`src/rtl/pam_pkg.sv`:
```
// ----------------------------------------------------------------------------
// pam_pkg
// Shared types, codes and constants of the polynomial add/multiply block.
// ----------------------------------------------------------------------------
package pam_pkg;

	// power field reaches 15, so at most 16 coefficients take part in a run
	localparam int POWER_SPAN    = 16;
	localparam int MAX_TERMS_DEF = 16;
	localparam int COEF_W        = 16;
	localparam int ACC_W         = 40;
	localparam int MAC_W         = 33;
	localparam int CNT_W         = 5;

	localparam logic [2:0] MODE_LOAD_A = 3'd0;
	localparam logic [2:0] MODE_LOAD_B = 3'd1;
	localparam logic [2:0] MODE_CLEAR  = 3'd2;
	localparam logic [2:0] MODE_SUM    = 3'd3;
	localparam logic [2:0] MODE_PROD   = 3'd4;

	typedef struct packed {
		logic [2:0]               mode;
		logic [3:0]               power;
		logic signed [COEF_W-1:0] coefficient;
	} req_t;

	typedef struct packed {
		logic signed [ACC_W-1:0] result_coefficient;
		logic [4:0]              result_power;
		logic                    last;
	} rsp_t;

	// sequencer -> datapath
	typedef struct packed {
		logic             iss_valid;
		logic             iss_first;
		logic             iss_lastm;
		logic             is_sum;
		logic [CNT_W-1:0] addr_a;
		logic [CNT_W-1:0] addr_b;
		logic             emit;
		logic [CNT_W-1:0] power;
		logic             last;
	} ctl_t;

	// datapath -> sequencer
	typedef struct packed {
		logic done;
		logic free;
	} st_t;

endpackage

```
`src/rtl/pam_ram.sv`:
```
// ----------------------------------------------------------------------------
// pam_ram
// Generic single-write, single-read RAM with registered read data.
// ----------------------------------------------------------------------------
module pam_ram #(
	parameter int WIDTH = 16,
	parameter int DEPTH = 16
) (
	input  logic                     clk,
	input  logic                     we,
	input  logic [$clog2(DEPTH)-1:0] waddr,
	input  logic [WIDTH-1:0]         wdata,
	input  logic [$clog2(DEPTH)-1:0] raddr,
	output logic [WIDTH-1:0]         rdata
);

	logic [WIDTH-1:0] mem [DEPTH];

	always_ff @(posedge clk) begin
		if (we) begin
			mem[waddr] <= wdata;
		end
		rdata <= mem[raddr];
	end

endmodule

```
`src/rtl/pam_seq.sv`:
```
// ----------------------------------------------------------------------------
// pam_seq
// Run sequencer: walks result powers downward and, per power, the index
// pairs that feed the shared multiply-accumulate.
// ----------------------------------------------------------------------------
module pam_seq #(
	parameter int MAX_TERMS = pam_pkg::MAX_TERMS_DEF
) (
	input  logic             clk,
	input  logic             arst_n,
	input  logic             req_valid,
	input  logic [2:0]       req_mode,
	output logic             req_ready,
	input  pam_pkg::st_t     st,
	output pam_pkg::ctl_t    ctl
);

	localparam int SPAN = (MAX_TERMS < pam_pkg::POWER_SPAN) ? MAX_TERMS : pam_pkg::POWER_SPAN;
	localparam int CW   = pam_pkg::CNT_W;
	localparam logic [CW-1:0] TOP_I  = CW'(SPAN - 1);
	localparam logic [CW-1:0] P_PROD = CW'(2 * SPAN - 2);

	localparam logic [1:0] ST_IDLE  = 2'd0;
	localparam logic [1:0] ST_ISSUE = 2'd1;
	localparam logic [1:0] ST_FLUSH = 2'd2;

	logic [1:0]    state_q;
	logic [CW-1:0] p_q;
	logic [CW-1:0] i_q;
	logic          sum_q;
	logic [CW-1:0] ilo_cur;
	logic [CW-1:0] ihi_cur;
	logic [CW-1:0] p_dec;
	logic [CW-1:0] ilo_dec;
	logic          start;
	logic          first;
	logic          lastm;

	// product terms at power p pair i with p-i, i limited to [ilo, ihi]
	assign ilo_cur = (p_q > TOP_I) ? p_q - TOP_I : '0;
	assign ihi_cur = (p_q < TOP_I) ? p_q : TOP_I;
	assign p_dec   = p_q - CW'(1);
	assign ilo_dec = (p_dec > TOP_I) ? p_dec - TOP_I : '0;

	assign req_ready = (state_q == ST_IDLE);
	assign start     = req_valid && req_ready &&
	                   (req_mode == pam_pkg::MODE_SUM || req_mode == pam_pkg::MODE_PROD);
	assign first     = sum_q || (i_q == ilo_cur);
	assign lastm     = sum_q || (i_q == ihi_cur);

	always_comb begin
		ctl           = '0;
		ctl.iss_valid = (state_q == ST_ISSUE);
		ctl.iss_first = first;
		ctl.iss_lastm = lastm;
		ctl.is_sum    = sum_q;
		ctl.addr_a    = i_q;
		ctl.addr_b    = sum_q ? p_q : p_q - i_q;
		ctl.emit      = (state_q == ST_FLUSH) && st.done && st.free;
		ctl.power     = p_q;
		ctl.last      = (p_q == '0);
	end

	always_ff @(posedge clk or negedge arst_n) begin
		if (!arst_n) begin
			state_q <= ST_IDLE;
			p_q     <= '0;
			i_q     <= '0;
			sum_q   <= 1'b0;
		end else begin
			case (state_q)
				ST_IDLE: begin
					if (start) begin
						sum_q   <= (req_mode == pam_pkg::MODE_SUM);
						p_q     <= (req_mode == pam_pkg::MODE_SUM) ? TOP_I : P_PROD;
						i_q     <= TOP_I;
						state_q <= ST_ISSUE;
					end
				end
				ST_ISSUE: begin
					if (lastm) begin
						state_q <= ST_FLUSH;
					end else begin
						i_q <= i_q + CW'(1);
					end
				end
				ST_FLUSH: begin
					if (ctl.emit) begin
						if (p_q == '0) begin
							state_q <= ST_IDLE;
						end else begin
							p_q     <= p_dec;
							i_q     <= sum_q ? p_dec : ilo_dec;
							state_q <= ST_ISSUE;
						end
					end
				end
				default: begin
					state_q <= ST_IDLE;
				end
			endcase
		end
	end

	a_addr_range: assert property (@(posedge clk) disable iff (!arst_n)
		(state_q == ST_ISSUE) |-> (ctl.addr_a <= TOP_I && ctl.addr_b <= TOP_I))
		else $error("read address beyond polynomial span");

endmodule

```
`src/rtl/pam_dp.sv`:
```
// ----------------------------------------------------------------------------
// pam_dp
// Multiply/add, accumulate and output register stage.
// ----------------------------------------------------------------------------
module pam_dp (
	input  logic                               clk,
	input  logic                               arst_n,
	input  pam_pkg::ctl_t                      ctl,
	input  logic signed [pam_pkg::COEF_W-1:0]  a_data,
	input  logic signed [pam_pkg::COEF_W-1:0]  b_data,
	input  logic                               a_ok,
	input  logic                               b_ok,
	output pam_pkg::st_t                       st,
	output logic                               rsp_valid,
	input  logic                               rsp_ready,
	output pam_pkg::rsp_t                      rsp
);

	localparam int CW = pam_pkg::COEF_W;
	localparam int MW = pam_pkg::MAC_W;
	localparam int AW = pam_pkg::ACC_W;

	logic                 vld_s1;
	logic                 first_s1;
	logic                 lastm_s1;
	logic                 sum_s1;
	logic                 vld_s2;
	logic                 first_s2;
	logic                 lastm_s2;
	logic signed [MW-1:0] mac_s2;
	logic signed [AW-1:0] acc_q;
	logic                 done_q;
	logic                 out_valid_q;
	pam_pkg::rsp_t        out_q;

	logic signed [CW-1:0]   op_a;
	logic signed [CW-1:0]   op_b;
	logic signed [2*CW-1:0] mul;
	logic signed [CW:0]     add;
	logic signed [MW-1:0]   mac_in;
	logic signed [AW-1:0]   mac_ext;

	// entries never written since reset or clear read as zero
	assign op_a    = a_ok ? a_data : '0;
	assign op_b    = b_ok ? b_data : '0;
	assign mul     = op_a * op_b;
	assign add     = (CW+1)'(op_a) + (CW+1)'(op_b);
	assign mac_in  = sum_s1 ? MW'(add) : MW'(mul);
	assign mac_ext = AW'(mac_s2);

	assign st.done   = done_q;
	assign st.free   = !out_valid_q || rsp_ready;
	assign rsp_valid = out_valid_q;
	assign rsp       = out_q;

	always_ff @(posedge clk or negedge arst_n) begin
		if (!arst_n) begin
			vld_s1      <= 1'b0;
			vld_s2      <= 1'b0;
			done_q      <= 1'b0;
			out_valid_q <= 1'b0;
		end else begin
			vld_s1 <= ctl.iss_valid;
			vld_s2 <= vld_s1;
			if (vld_s2 && lastm_s2) begin
				done_q <= 1'b1;
			end else if (ctl.emit) begin
				done_q <= 1'b0;
			end
			if (ctl.emit) begin
				out_valid_q <= 1'b1;
			end else if (rsp_ready) begin
				out_valid_q <= 1'b0;
			end
		end
	end

	always_ff @(posedge clk) begin
		first_s1 <= ctl.iss_first;
		lastm_s1 <= ctl.iss_lastm;
		sum_s1   <= ctl.is_sum;
		first_s2 <= first_s1;
		lastm_s2 <= lastm_s1;
		mac_s2   <= mac_in;
		if (vld_s2) begin
			acc_q <= first_s2 ? mac_ext : acc_q + mac_ext;
		end
		if (ctl.emit) begin
			out_q.result_coefficient <= acc_q;
			out_q.result_power       <= ctl.power;
			out_q.last               <= ctl.last;
		end
	end

	a_emit_done: assert property (@(posedge clk) disable iff (!arst_n)
		ctl.emit |-> done_q)
		else $error("result emitted before its accumulation finished");

	a_emit_free: assert property (@(posedge clk) disable iff (!arst_n)
		ctl.emit |-> (!out_valid_q || rsp_ready))
		else $error("result register overwritten while still held");

	a_acc_idle: assert property (@(posedge clk) disable iff (!arst_n)
		vld_s2 |-> !done_q)
		else $error("accumulator updated while a finished term waits");

endmodule

```
`src/rtl/polynomial_add_multiply.sv`:
```
// Two polynomials of up to 16 terms live in two small RAMs, cleared through
// per-entry valid bits. Load and clear requests are taken only while no run
// is active. A sum request streams its terms from the highest power down,
// each term passing read, add, accumulate and hand-off. A product request
// runs every coefficient pair through one shared 16x16 multiplier, one pair
// per cycle while a result term accumulates, then hands that term off. New
// requests are taken once the last term sits in the output register; a
// stalled output holds the run. SPAN is min(MAX_TERMS, 16).
// ----------------------------------------------------------------------------
// polynomial_add_multiply
// Polynomial store with sum and product (convolution) result streams.
// ----------------------------------------------------------------------------
module polynomial_add_multiply #(
	parameter int MAX_TERMS = pam_pkg::MAX_TERMS_DEF
) (
	input  logic          clk,
	input  logic          arst_n,
	input  logic          req_valid,
	output logic          req_ready,
	input  pam_pkg::req_t req,
	output logic          rsp_valid,
	input  logic          rsp_ready,
	output pam_pkg::rsp_t rsp
);

	localparam int AW = $clog2(MAX_TERMS);
	localparam int CW = pam_pkg::COEF_W;

	pam_pkg::ctl_t  ctl;
	pam_pkg::st_t   st;
	logic           req_acc;
	logic           in_range;
	logic [5:0]     pow_ext;
	logic [AW-1:0]  waddr;
	logic           we_a;
	logic           we_b;
	logic [AW-1:0]  raddr_a;
	logic [AW-1:0]  raddr_b;
	logic [CW-1:0]  rdata_a;
	logic [CW-1:0]  rdata_b;
	logic [MAX_TERMS-1:0] vld_a_q;
	logic [MAX_TERMS-1:0] vld_b_q;
	logic           a_ok_s1;
	logic           b_ok_s1;

	assign req_acc  = req_valid && req_ready;
	assign pow_ext  = {2'b00, req.power};
	assign in_range = (pow_ext < 6'(MAX_TERMS));
	assign waddr    = pow_ext[AW-1:0];
	assign we_a     = req_acc && (req.mode == pam_pkg::MODE_LOAD_A) && in_range;
	assign we_b     = req_acc && (req.mode == pam_pkg::MODE_LOAD_B) && in_range;
	assign raddr_a  = ctl.addr_a[AW-1:0];
	assign raddr_b  = ctl.addr_b[AW-1:0];

	always_ff @(posedge clk or negedge arst_n) begin
		if (!arst_n) begin
			vld_a_q <= '0;
			vld_b_q <= '0;
		end else begin
			if (req_acc && req.mode == pam_pkg::MODE_CLEAR) begin
				vld_a_q <= '0;
				vld_b_q <= '0;
			end
			if (we_a) begin
				vld_a_q[waddr] <= 1'b1;
			end
			if (we_b) begin
				vld_b_q[waddr] <= 1'b1;
			end
		end
	end

	// valid flags are registered like the RAM read data, so they arrive alongside it
	always_ff @(posedge clk) begin
		a_ok_s1 <= vld_a_q[raddr_a];
		b_ok_s1 <= vld_b_q[raddr_b];
	end

	pam_ram #(
		.WIDTH (CW),
		.DEPTH (MAX_TERMS)
	) u_ram_a (
		.clk   (clk),
		.we    (we_a),
		.waddr (waddr),
		.wdata (req.coefficient),
		.raddr (raddr_a),
		.rdata (rdata_a)
	);

	pam_ram #(
		.WIDTH (CW),
		.DEPTH (MAX_TERMS)
	) u_ram_b (
		.clk   (clk),
		.we    (we_b),
		.waddr (waddr),
		.wdata (req.coefficient),
		.raddr (raddr_b),
		.rdata (rdata_b)
	);

	pam_seq #(
		.MAX_TERMS (MAX_TERMS)
	) u_seq (
		.clk       (clk),
		.arst_n    (arst_n),
		.req_valid (req_valid),
		.req_mode  (req.mode),
		.req_ready (req_ready),
		.st        (st),
		.ctl       (ctl)
	);

	pam_dp u_dp (
		.clk       (clk),
		.arst_n    (arst_n),
		.ctl       (ctl),
		.a_data    (rdata_a),
		.b_data    (rdata_b),
		.a_ok      (a_ok_s1),
		.b_ok      (b_ok_s1),
		.st        (st),
		.rsp_valid (rsp_valid),
		.rsp_ready (rsp_ready),
		.rsp       (rsp)
	);

endmodule
```
`config.mk`:
```
export PLATFORM = sky130hd
export DESIGN_NAME = polynomial_add_multiply
export DESIGN_NICKNAME = d
export VERILOG_FILES = /design/src/rtl/pam_pkg.sv /design/src/rtl/pam_ram.sv /design/src/rtl/pam_seq.sv /design/src/rtl/pam_dp.sv /design/src/rtl/polynomial_add_multiply.sv
export SDC_FILE = /design/constraint.sdc
export NUM_CORES = 2
export LEC_CHECK = 0
export BUFFER_PORTS_ARGS = -buffer_cell sky130_fd_sc_hd__buf_2
export CAP_MARGIN = 20
export CORE_UTILIZATION = 45
export CTS_BUF_LIST = sky130_fd_sc_hd__clkbuf_16
export DETAILED_ROUTE_END_ITERATION = 8
export PLACE_DENSITY = 0.74
export SKIP_LAST_GASP = 1
export SYNTH_ARGS = -nofsm -noshare
export SYNTH_HDL_FRONTEND = slang
export SYNTH_SLANG_ARGS = --single-unit
```
`constraint.sdc`:
```
create_clock -name clk -period 7.23 [get_ports clk]
set_input_delay 1.446 -clock clk [delete_from_list [all_inputs] [get_ports clk]]
set_output_delay 1.446 -clock clk [all_outputs]
set_load 0.02 [all_outputs]
```
Word level (Yosys, flattened, before mapping)

Memory sizes are Yosys's and may differ from the RTL's. A register that Yosys moved wholly into a read port is not among the register bits.
Cells that the tools add are included.

Flip-flop bits (word level): 175
Bits in writable memories: 512
Input port bits: 27
Logic and storage cells: 124
Memories kept: 2

Memory list:

| memory      | words | bits a word | rd ports | clocked after memory_dff | wr ports | line          | RTL |
|---|---|---|---|---|---|---|---|
| u_ram_a.mem | 16    | 16          | 1        | 1                        | 1        | pam_ram.sv:17 | `logic [WIDTH-1:0] mem [DEPTH];` |
| u_ram_b.mem | 16    | 16          | 1        | 1                        | 1        | pam_ram.sv:17 |  |

Add/sub/neg operators: 7
$mul: 1
Magnitude comparators: 8
Equality and inequality tests: 13
Multiplexer cells: 42
Bitwise logic cells: 2
Reduce and logical (&&, ||, !) cells: 27

Operators with widths:

| cell                                                | number |
|---|---|
| 2-to-1 mux 16 bit                                   | 6 |
| 2-to-1 mux 5 bit                                    | 12 |
| adder 40 x 33 -> 40 bit                             | 1 |
| 2-to-1 mux 40 bit                                   | 1 |
| 2-to-1 mux 33 bit                                   | 1 |
| multiplier 16 x 16 -> 32 bit                        | 1 |
| OR 16 bit                                           | 2 |
| < comparator 4 x 5 -> 1 bit (second input constant) | 4 |
| adder 16 x 16 -> 17 bit                             | 1 |
| one-hot mux 5 bit (3 select lines)                  | 1 |
| 2-to-1 mux 1 bit                                    | 12 |
| logical AND 1 bit                                   | 11 |
| == test 5 bit                                       | 2 |
| > comparator 5 x 4 -> 1 bit (second input constant) | 2 |
| != test 2 bit (second input constant)               | 5 |
| one-hot mux 5 bit (2 select lines)                  | 1 |
| subtractor 5 x 4 -> 5 bit (second input constant)   | 2 |
| binary-select mux 1 bit (select 4 bit)              | 2 |
| == test 3 x 2 -> 1 bit (second input constant)      | 2 |
| 2-to-1 mux 2 bit                                    | 3 |
| one-hot mux 2 bit (3 select lines)                  | 1 |
| nonzero test 2 bit                                  | 3 |
| adder 5 x 1 -> 5 bit (second input constant)        | 1 |
| zero test 5 bit                                     | 1 |
| 19 further kinds                                    | 22 |

Logic depth before layout (Yosys ltp)

Depth in word-level cells: 7
Depth in mapped cells: 28
Gate-level depth less buffers: 26

Modules after synthesis

A second synthesis with hierarchy kept.

Cells, all modules: 2,947
Area, all modules: 39,902.0 µm²

By module, submodules not included:

| module                  | instances | cells an instance | area each (µm²) | seq. area each (µm²) |
|---|---|---|---|---|
| pam_ram                 | 2         | 432               | 10,043.4        | 8,007.7 |
| pam_dp                  | 1         | 1,763             | 16,478.3        | 3,423.3 |
| pam_seq                 | 1         | 213               | 1,734.2         | 325.3 |
| polynomial_add_multiply | 1         | 107               | 1,602.8         | 840.8 |

Worst setup path before layout

OpenSTA, ideal clock, no wires.

Path kind: register to register
From: register b_ok_s1
To: register u_dp.mac_s2[31]
Setup time: 84 ps
Arrival time: 6,759 ps
Path slack: 386 ps
Cell stages (with the launch flop): 28
Period minus slack after synthesis: 6,844 ps
Cells stage by stage: dfxtp_1 > clkbuf_1 > nand2_1 > inv_1 > clkbuf_1 > ha_1 > inv_1 > fa_1 > inv_1 > fa_1 > inv_1 > fa_1 > inv_1 > fa_1 > fa_1 > inv_1 > fa_1 > inv_1 > ha_1 > a21o_1 > a21o_1 > a21oi_1 > o22ai_2 > a2111oi_4 > nor3_2 > o31a_1 > o21a_1 > o31ai_2

Cells in the longest elaborated chain, start to end: 3
Elaborated cells on any way between the ends: 4

RTL lines:

| what                                                                    | line                          | RTL |
|---|---|---|
| start: declaration                                                      | polynomial_add_multiply.sv:44 | `logic b_ok_s1;` |
| start signal: assignment                                                | polynomial_add_multiply.sv:76 | `b_ok_s1 <= vld_b_q[raddr_b];` |
| 2-to-1 mux 16 bit (*)                                                   | pam_dp.sv:45                  | `assign op_b = b_ok ? b_data : '0;` |
| multiplier 16 x 16 -> 32 bit or adder 16 x 16 -> 17 bit (tied branches) | pam_dp.sv:46, pam_dp.sv:47    |  |
| 2-to-1 mux 33 bit (*)                                                   | pam_dp.sv:48                  | `assign mac_in = sum_s1 ? MW'(add) : MW'(mul);` |
| via u_dp.mac_in[31]                                                     | pam_dp.sv:40                  | `logic signed [MW-1:0] mac_in;` |
| end signal: assignment                                                  | pam_dp.sv:84                  | `mac_s2 <= mac_in;` |
| end: declaration                                                        | pam_dp.sv:30                  | `logic signed [MW-1:0] mac_s2;` |

Mark *: on every way through the listed nets, which the timed path passes. The rest lies on a longest branch.
A chain may end at the register's enable or synchronous reset.

Final worst setup path

From: register a_ok_s1
To: register u_dp.mac_s2[29]

Cells in the longest elaborated chain, start to end: 3
Elaborated cells on any way between the ends: 4

RTL lines:

| what                                                                    | line                          | RTL |
|---|---|---|
| start: declaration                                                      | polynomial_add_multiply.sv:43 | `logic a_ok_s1;` |
| start signal: assignment                                                | polynomial_add_multiply.sv:75 | `a_ok_s1 <= vld_a_q[raddr_a];` |
| 2-to-1 mux 16 bit (*)                                                   | pam_dp.sv:44                  | `assign op_a = a_ok ? a_data : '0;` |
| multiplier 16 x 16 -> 32 bit or adder 16 x 16 -> 17 bit (tied branches) | pam_dp.sv:46, pam_dp.sv:47    |  |
| 2-to-1 mux 33 bit (*)                                                   | pam_dp.sv:48                  |  |
| via u_dp.mac_in[29]                                                     | pam_dp.sv:40                  |  |

Marked as above.

==> parameters.txt <==
Parameter                              Value

Run status
  Run status ... completed

Hold path
  Class of the tightest hold or removal check ... reg2reg
  Hold wc startpoint ... u_dp.first_s1
  Cell depth of the worst min-delay path ... 0
  Endpoint, Worst Hold ... u_dp.first_s2

Worst setup path
  Cell class contributing the biggest share of worst-path delay ... adder cells
  Reg2reg path depth ... 25
  CP startpoint kind ... flop
  Launch instance of the worst register-to-register path ... a_ok_s1
  Worst Path Required ... 7700 ps
  Reg-to-reg slack, setup ... 350 ps
  CP max FO ... 11
  Crit path DAT ... 7350 ps
  Slowest cell delay on critical path ... 580 ps
  Type of the worst setup path ... reg2reg
  Buffers plus inverters on the worst setup path ... 6
  Reg2reg end ... u_dp.mac_s2[29]
  Critical path endpoint category ... flop
  Worst-path cell with the longest stage delay ... fa_1
  Most common cell type on the critical path ... fa_1

Place
  Instance area after placement ... 41300 um2
  Count of input and output buffers ... 74
  Dpl hpwl ... 63300 um
  Placed Instances ... 4088
  Global placement routability congestion ... 1.02

Pwr
  Leakage power summed over all cells ... 17.7 nW
  Power after layout ... 14.0 mW
  Power per cell area ... 319 nW/um2
  Worst voltage drop across the vdd grid ... 0.000235 V

Clock tree
  CTS sink count ... 718
  Root cell of the clock tree ... clkbuf_16
  Later-pin clock latency in the skew report ... 650 ps
  CTS tree ... built
  CTS buffer count ... 74
  Max Buffers Root-to-Sink ... 3
  Clock-pin slew on the worst setup and hold paths ... 60 ps
  H-tree levels ... 3
  Hold bufs inserted after CTS ... 0

Logic synthesis
  Number of storage elements in the synthesis netlist ... 718
  Unique masters post-synth ... 69
  Sequential cell area fraction in the yosys report ... 0.527
  Commonest cells post-synth ... 598 x edfxtp_1, 341 x inv_1, 281 x nand2_1, 265 x fa_1, 222 x nor2_1
  Number of enable-type register cells in the synthesized netlist ... 598
  Proportion of netlist area held by the largest area contributor ... 0.459
  Synth Instances ... 2874
  Average instance area after synthesis ... 13.6 um2
  Main area contributors after synthesis ... edfxtp_1 46%, fa_1 14%, mux4_2 8.8%
  Share of async-settable or async-resettable flops after synthesis ... 0.0682
  Post-synthesis cell type with the largest combined area ... edfxtp_1
  Cell area after technology mapping ... 39100 um2
  Cell with the most instances after synthesis ... edfxtp_1
  Syn nets ... 3316
  Yosys warnings ... 0
  Most frequently used flop master after synthesis ... edfxtp_1

Timing
  Worst slew margin relative to its limit ... 0.261
  Setup repair after global routing missed its margin ... no
  Final slew viol count ... 0
  Max Fclk ... 145 MHz
  Final worst path period need ... 6880 ps
  Final Skew ... 64.2 ps
  Slew of the pin with the lowest slew margin ... 1110 ps
  Final total negative setup slack ... 0 ps
  Final hold vios ... 0
  Setup-failing EPs final ... 0
  Period Utilization, post-route ... 0.951

Floorplanning
  Initial standard-cell utilization of the core ... 0.457
  Number of primary I/O pins ... 75
  Die outline height ... 297 um
  Overall die area ... 88100 um2
  Std-Cell Core Area ... 85700 um2
  Die X-Extent ... 297 um
  Number of placement rows ... 107

Job
  Max cap viols ... 0

Global routing
  Global-route usage over all layers ... 0.215
  Maximum number of pins on one net before global-route repair ... 71
  Number of global-route vias before repair ... 24300
  Global route total overflow ... 0
  First-pass GRT wire length ... 145000 um
  Number of antenna violations at the first check in global routing ... 0

Finish
  Layout Cells excl Fill ... 4222
  Post-layout net count ... 3462
  Fraction of final layout cells sized beyond drive strength 1 ... 0.151
  Number of antenna repair diodes ... 0
  Cell area after layout ... 43800 um2
  Area delta synth->final ... 12.0%

Route
  Routed via count divided by cell count ... 5.54
  Vias ... 23400
  Detailed-router iteration count before antenna repair ... 5
  Number of DRC markers in iteration 0 ... 2078
  DRC ... 0
  Antenna violation net count after detailed routing ... 0
  Overall routed net length ... 93400 um
  WL per Instance ... 22.1 um
## where the power goes
group	total (mW)	switching, mW	internal [mW]	leakage, nW
Combinational	4.69	2.70	1.99	9.78
Clock	3.85	1.66	2.18	1.27
Sequential	5.43	0.402	5.03	6.62
Total	14.0	4.76	9.20	17.7
## area by class of cell
cell class,instances,area (um2)
Multi-Input combinational cell,1703,16800
Tap cell,1144,1430
Clock buffer,75,1880
Clock inverter,59,624
Inverter,356,1340
Fill cell,7178,41900
Timing Repair Buffer,167,1070
Sequential cell,718,20600
## state kept, by name, indices dropped and copies added (netlist names), 2 cells and up
signal,count
u_dp.acc_q,40
u_dp.mac_s2,32
u_dp.rsp,46
u_ram_a.mem,256
u_ram_a.rdata,16
u_ram_b.mem,256
u_ram_b.rdata,16
u_seq.i_q,5
u_seq.p_q,5
u_seq.state_q,2
vld_a_q,16
vld_b_q,16
## per-stage QoR
| stage | utilization | hold slack (ps) | setup WS [ps] |
|---|---|---|---|
| after floorplan | - | 310 | 386 |
| after global placement | 0.482 | 310 | 358 |
| after detailed placement | 0.482 | 317 | 296 |
| after CTS | 0.511 | 330 | 246 |
| after global routing | 0.511 | 340 | 27.3 |
| final | 0.511 | 330 | 352 |
## cell usage in the layout (no fill, tap or decap), types with 26 or more instances in the layout
| cell type | n |
|---|---|
| xor2_1 | 36 |
| nand2_1 | 281 |
| ha_1 | 150 |
| clkbuf_16 | 75 |
| buf_4 | 93 |
| dfxtp_1 | 69 |
| buf_2 | 74 |
| dfrtp_1 | 46 |
| a31oi_1 | 26 |
| inv_1 | 354 |
| xnor2_1 | 50 |
| a211oi_1 | 32 |
| a21o_1 | 66 |
| edfxtp_1 | 598 |
| mux4_2 | 153 |
| o21ai_0 | 92 |
| clkinv_1 | 26 |
| fa_1 | 265 |
| nor2_1 | 222 |
| a21oi_1 | 90 |
## worst max path at each step
stage	slack, ps	to	from	depth (start not counted)
after floorplan	390	u_dp.mac_s2[31]	b_ok_s1	27
after global placement	360	u_dp.mac_s2[31]	b_ok_s1	24
after detailed placement	300	u_dp.mac_s2[31]	b_ok_s1	24
after CTS	250	u_dp.mac_s2[31]	b_ok_s1	24
after global routing	30	u_dp.mac_s2[31]	a_ok_s1	25
final	350	u_dp.mac_s2[29]	a_ok_s1	25
## logic make-up after synthesis
group           count (synthesis)  share of synthesized area
mux                           167                     0.0920
xor+xnor                       87                     0.0195
compound gates                400                     0.0657
simple gates                  634                     0.0687
fa+ha+maj                     415                      0.184
buf+inv                       453                     0.0439
flops                         718                      0.527
## repair_timing
item / 4_1_cts / 5_1_grt
setup endpoints to repair: 0 / 3
buffers inserted: 0 / 0
gates resized for setup: 0 / 2
## metal layers
layer	wire length [um]	track usage	vias to the layer above
met1	38900	0.292	11900
li1	-	-	10400
met5	0	0	-
met2	45900	0.360	941
met4	2310	0.0614	0
met3	6180	0.0323	165
(Power assumes the default switching activity.)
